**src/hdl/iqmd_pkg.sv**
```systemverilog
package iqmd_pkg;

  localparam int SAMPLE_W    = 24;
  localparam int NUM_STREAMS = 8;
  localparam int CH_W        = 2;
  localparam int ACC_W       = 40;
  localparam int ROT_W       = 18;
  localparam int OUT_W       = 33;
  localparam int TS_W        = 64;

  // normalizer widths
  localparam int MAG_W       = ACC_W;
  localparam int NORM_HI_BIT = 30;
  localparam int NORM_LO_BIT = 29;
  localparam int OPD_W       = NORM_HI_BIT;
  localparam int SQ_W        = 2 * OPD_W;
  localparam int RAD_W       = 64;
  localparam int ROOT_W      = 31;
  localparam int FRAC_W      = 16;
  localparam int QUO_W       = 18;
  localparam int DIV_W       = ROOT_W + QUO_W - 1;

  // emit path widths
  localparam int PROD_W      = SAMPLE_W + ROT_W;
  localparam int DIFF_W      = PROD_W + 1;
  localparam int RND_SH      = 8;

  localparam int SQRT_STEPS  = RAD_W / 2;
  localparam int DIV_STEPS   = QUO_W;
  localparam int CNT_W       = 5;

  localparam logic signed [ROT_W-1:0]  ROT_ONE   = ROT_W'(65536);
  localparam logic signed [DIFF_W-1:0] RND_HALF  = DIFF_W'(1 << (RND_SH - 1));
  localparam logic [CNT_W-1:0]         SQRT_LAST = CNT_W'(SQRT_STEPS - 1);
  localparam logic [CNT_W-1:0]         DIV_LAST  = CNT_W'(DIV_STEPS - 1);

  typedef struct packed {
    logic acc_step;
    logic emit_step;
    logic load;
    logic shift_dn;
    logic shift_up;
    logic sq_first;
    logic sq_second;
    logic sqrt_load;
    logic sqrt_step;
    logic div_load_re;
    logic div_load_im;
    logic div_step;
    logic store_re;
    logic store_im;
    logic store_unit;
  } iqmd_cmd_t;

  typedef struct packed {
    logic mag_zero;
    logic mag_high;
    logic mag_low;
  } iqmd_sts_t;

endpackage

```
**src/hdl/iqmd_ctrl.sv**
```systemverilog
module iqmd_ctrl (
  input  logic                 clk_i,
  input  logic                 rst_ni,
  input  logic                 start,
  input  logic                 mode_i,
  input  logic                 last_i,
  input  iqmd_pkg::iqmd_sts_t  sts_i,
  output iqmd_pkg::iqmd_cmd_t  cmd_o,
  output logic                 busy_o
);

  typedef enum logic [3:0] {
    ST_IDLE,
    ST_LOAD,
    ST_NORM,
    ST_SQ_A,
    ST_SQ_B,
    ST_ROOT_LD,
    ST_ROOT,
    ST_DIV_RE_LD,
    ST_DIV_RE,
    ST_DIV_NEXT,
    ST_DIV_IM,
    ST_FINISH
  } ctrl_state_e;

  ctrl_state_e                  state_q, state_d;
  logic [iqmd_pkg::CNT_W-1:0]   cnt_q, cnt_d;
  logic                         busy_q, busy_d;
  logic                         accept;

  assign accept = start & ~busy_q;
  assign busy_o = busy_q;

  always_comb begin
    cmd_o   = '0;
    state_d = state_q;
    cnt_d   = cnt_q;
    busy_d  = busy_q;
    unique case (state_q)
      ST_IDLE: begin
        cmd_o.acc_step  = accept & ~mode_i;
        cmd_o.emit_step = accept & mode_i;
        if (accept && !mode_i && last_i) begin
          state_d = ST_LOAD;
          busy_d  = 1'b1;
        end
      end
      ST_LOAD: begin
        cmd_o.load = 1'b1;
        state_d    = ST_NORM;
      end
      ST_NORM: begin
        priority if (sts_i.mag_zero) begin
          cmd_o.store_unit = 1'b1;
          state_d          = ST_IDLE;
          busy_d           = 1'b0;
        end else if (sts_i.mag_high) begin
          cmd_o.shift_dn = 1'b1;
        end else if (sts_i.mag_low) begin
          cmd_o.shift_up = 1'b1;
        end else begin
          state_d = ST_SQ_A;
        end
      end
      ST_SQ_A: begin
        cmd_o.sq_first = 1'b1;
        state_d        = ST_SQ_B;
      end
      ST_SQ_B: begin
        cmd_o.sq_second = 1'b1;
        state_d         = ST_ROOT_LD;
      end
      ST_ROOT_LD: begin
        cmd_o.sqrt_load = 1'b1;
        cnt_d           = '0;
        state_d         = ST_ROOT;
      end
      ST_ROOT: begin
        cmd_o.sqrt_step = 1'b1;
        cnt_d           = cnt_q + 1'b1;
        if (cnt_q == iqmd_pkg::SQRT_LAST) state_d = ST_DIV_RE_LD;
      end
      ST_DIV_RE_LD: begin
        cmd_o.div_load_re = 1'b1;
        cnt_d             = '0;
        state_d           = ST_DIV_RE;
      end
      ST_DIV_RE: begin
        cmd_o.div_step = 1'b1;
        cnt_d          = cnt_q + 1'b1;
        if (cnt_q == iqmd_pkg::DIV_LAST) state_d = ST_DIV_NEXT;
      end
      ST_DIV_NEXT: begin
        cmd_o.store_re    = 1'b1;
        cmd_o.div_load_im = 1'b1;
        cnt_d             = '0;
        state_d           = ST_DIV_IM;
      end
      ST_DIV_IM: begin
        cmd_o.div_step = 1'b1;
        cnt_d          = cnt_q + 1'b1;
        if (cnt_q == iqmd_pkg::DIV_LAST) state_d = ST_FINISH;
      end
      ST_FINISH: begin
        cmd_o.store_im = 1'b1;
        state_d        = ST_IDLE;
        busy_d         = 1'b0;
      end
      default: begin
        state_d = ST_IDLE;
        busy_d  = 1'b0;
      end
    endcase
  end

  always_ff @(posedge clk_i or negedge rst_ni) begin
    if (!rst_ni) begin
      state_q <= ST_IDLE;
      cnt_q   <= '0;
      busy_q  <= 1'b0;
    end else begin
      state_q <= state_d;
      cnt_q   <= cnt_d;
      busy_q  <= busy_d;
    end
  end

`ifndef NO_ASSERTIONS
  a_last_acc_busy: assert property (@(posedge clk_i) disable iff (!rst_ni)
    (start && !busy_q && !mode_i && last_i) |=> busy_q)
    else $error("busy not raised after last accumulate beat");

  a_busy_end_stores: assert property (@(posedge clk_i) disable iff (!rst_ni)
    $fell(busy_q) |-> $past(cmd_o.store_unit || cmd_o.store_im))
    else $error("busy dropped without storing a rotation");
`endif

endmodule

```
**config.mk**
```make
export PLATFORM = sky130hd
export DESIGN_NAME = iqmd_ctrl
export DESIGN_NICKNAME = d
export VERILOG_FILES = /design/src/hdl/iqmd_pkg.sv /design/src/hdl/iqmd_ctrl.sv
export SDC_FILE = /design/constraint.sdc
export NUM_CORES = 1
export LEC_CHECK = 0
export BUFFER_PORTS_ARGS = -buffer_cell sky130_fd_sc_hd__buf_2
export CORE_MARGIN = 3
export CORE_UTILIZATION = 40
export CTS_CLUSTER_DIAMETER = 150
export DETAILED_ROUTE_END_ITERATION = 10
export HOLD_SLACK_MARGIN = 0.1
export MAX_ROUTING_LAYER = met4
export SYNTH_ARGS = -nofsm -noshare
export SYNTH_HDL_FRONTEND = slang
export SYNTH_SLANG_ARGS = --single-unit
```
**constraint.sdc**
```tcl
create_clock -name clk_i -period 1.8 [get_ports clk_i]
set_input_delay 0.54 -clock clk_i [delete_from_list [all_inputs] [get_ports clk_i]]
set_output_delay 0.54 -clock clk_i [all_outputs]
set_load 0.05 [all_outputs]
```
==> run_results.csv <==
group,metric,value,unit
run_status,status,"finished with violations",
run_status,violations,"negative setup slack",
yosys,syn_area_per_cell,9.36,um2
cells_and_area,stdcell_area,1570,um2
critical_path,regToRegStartpoint,"cnt_q[1]",
cells_and_area,final_cell_mix,"22 x buf_4, 14 x buf_6, 9 x buf_8",
clock_network,worstSkewPairLatency,0.27,ns
route,vias,982,
sta,period_minus_slack,2.07,ns
power_and_ir_drop,leakagePower,0.000677,uW
critical_path,critPathBufInv,3,
clock_network,cts.clk_slew.worst_paths,0.07,ns
route,drtIter0Drc,28,
yosys,synthesis.nets,108,
yosys,synth_edf_count,0,
critical_path,crit_slowest_cell,"dfrtp_2",
placement,hpwl,1.82,mm
route,ant_nets,0,
route,firstDrtPassIters,4,
die,die_h,53.7,um
cells_and_area,areaGrowthSynthToFinish,72.5,%
power_and_ir_drop,power_density,1980,nW/um2
yosys,syn_inst,97,
cells_and_area,num-nets-final,158,
global_route,grt_pass1_wl,4.73,mm
critical_path,cpMostUsedCell,"buf_6",
clock_network,cts_buffer_depth,2,
placement,globalplace.congestion,0.831,
sta,hold_violations,0,
critical_path,crit_family,"flip-flops",
cells_and_area,layout_commonest_cell,"buf_4",
yosys,synth-seq-area-share,0.275,
die,rows,16,
critical_path,crit_chain,"buf_6, buf_6, nand2b_4, nor3_4, buf_6",
die,coreArea,2060,um2
sta,max_freq,484,MHz
yosys,synth_async_sr_flop_share,1.00,
critical_path,crit_cells,5,
run,drv_cap,0,
clock_network,ctsHtreeMaxLevel,1,
sta,period_share,1.15,
die,io_pins,24,
placement,dpl-instance-area,1190,um2
cells_and_area,drive_above_1_share,0.610,
critical_path,critPathKind,"reg2out",
critical_path,crit_path_start_kind,"register",
clock_network,cts-root-buf,"clkbuf_4",
global_route,grt_overflow,0,
critical_path,crit_start,"state_q[3]",
sta,whs,0.121,ns
yosys,synth_top_cell_by_area,"dfrtp_1",
cells_and_area,diodes,0,
global_route,grt_pass1_vias,1026,
power_and_ir_drop,peakVddDrop,1340,uV
clock_network,clkSinkCount,10,
route,drc,0,
critical_path,regToRegSetupSlack,0.12,ns
yosys,synth_top_cell_area_share,0.275,
cells_and_area,n_fill_cell,140,
yosys,synthFlopType,"dfrtp_1",
sta,final_max_slew_viol_count,0,
yosys,synth_cell_types,41,
yosys,ys_ff_latch,10,
route,detail_route.wl_per_cell,17.7,um
critical_path,max_stage_delay,0.46,ns
route,routed_wl,3.07,mm
placement,place_worst_setup_slack,-0.0405,ns
sta,worst_slack,-0.268,ns
critical_path,critPathMaxFanout,5,
hold_path,min_path_type,"in2async",
yosys,yosys_warnings,0,
yosys,syn_area,908,um2
critical_path,endpoint_kind,"output port",
global_route,globalRouteTotalUtil,0.243,
global_route,antenna_found_initial,0,
route,vias_per_cell,5.68,
yosys,synth.area.top_cells,"dfrtp_1 28%, ha_1 4.1%, buf_6 3.7%",
die,die_x,53.7,um
placement,io_buffers,23,
global_route,grt_max_degree,11,
die,die_area,2880,um2
critical_path,reg2reg_to,"cnt_q[4]",
critical_path,critical_path_arrival,1.53,ns
clock_network,tritoncts,"built",
critical_path,reg2regPathDepth,5,
critical_path,cp-endpoint,"cmd_o[8]",
sta,setup_viol_count_final,15,
sta,fin_skew,0.000600,ns
critical_path,worst_ep_required_time,1.26,ns
die,initial_utilization,0.441,
sta,rsz0062_at_grt,"yes",
sta,worst_slew_pin_slew,0.465,ns
sta,tns,-2.48,ns
clock_network,numCtsBuffers,3,
sta,worst_slew_margin_rel,0.688,
cell usage after synthesis (all sizes together), types with 2 or more instances:
library cell	instances
nor4b	2
nor3	6
mux2i	2
nor2b	2
and4bb	2
xnor2	2
nor3b	5
inv	6
a22oi	4
buf	8
a32oi	2
o21ai	2
o221ai	3
nand3	3
nand2b	3
nor2	7
and2	2
and4b	2
o211ai	2
ha	3
dfrtp	10
a2111oi	2
and3	2
nand2	6
how the worst min path moves through the flow:
stage	startpoint	endpoint	slack [ns]	depth (start not counted)
final	rst_ni	cnt_q[4]	0.12	1
after global routing	rst_ni	cnt_q[2]	0.12	1
after detailed placement	rst_ni	cnt_q[4]	0.42	1
after global placement	rst_ni	cnt_q[4]	0.42	1
after floorplan	rst_ni	busy_o	0.24	0
after CTS	rst_ni	cnt_q[2]	0.12	1
kinds of logic after synthesis:
group | Yosys count | share of synthesized area
buf+inv | 14 | 0.0978
xor+xnor | 2 | 0.0193
mux | 2 | 0.0220
flops | 10 | 0.275
fa+ha+maj | 3 | 0.0413
compound gates | 21 | 0.194
simple gates | 45 | 0.350
sequential cells by signal, indices dropped and copies added, names as in the netlist:
register and cells:
cnt_q 5, state_q 4, busy_o 1
power breakdown:
part | switching (uW) | total, uW | internal (uW) | leakage [uW]
clock | 91.0 | 214 | 123 | 0.0000210
sequential | 146 | 481 | 335 | 0.000122
combinational | 1290 | 2410 | 1110 | 0.000534
layout make-up:
type | instances | area [um2] | share of cell area
clock buffer | 4 | 36.3 | 0.0232
timing repair buffer | 53 | 498 | 0.318
tap | 27 | 33.8 | 0.0216
inverter | 6 | 25.0 | 0.0160
multi-input combinational | 73 | 718 | 0.458
sequential | 10 | 255 | 0.163
per-stage QoR:
step	total power, uW	instances	util
floorplan	1750	97	-
global placement	2170	158	0.576
detailed placement	2190	158	0.576
CTS	2860	169	0.715
global route	3280	173	0.760
finish	3100	173	0.760
per-layer routing:
layer	track usage	up-vias	wire, um
li1	-	461	-
met1	0.286	477	1220
met2	0.416	38	1640
met3	0.0582	6	143
met4	0.0553	0	56
met5	-	-	0
timing repair:
item,CTS,global route
pin swaps,6,9
setup buffers,7,8
hold buffers,0,0
hold endpoints to repair,0,0
gates resized for setup,56,19
setup endpoints to repair,15,15
Note: power is estimated with default switching activity, not from simulation.
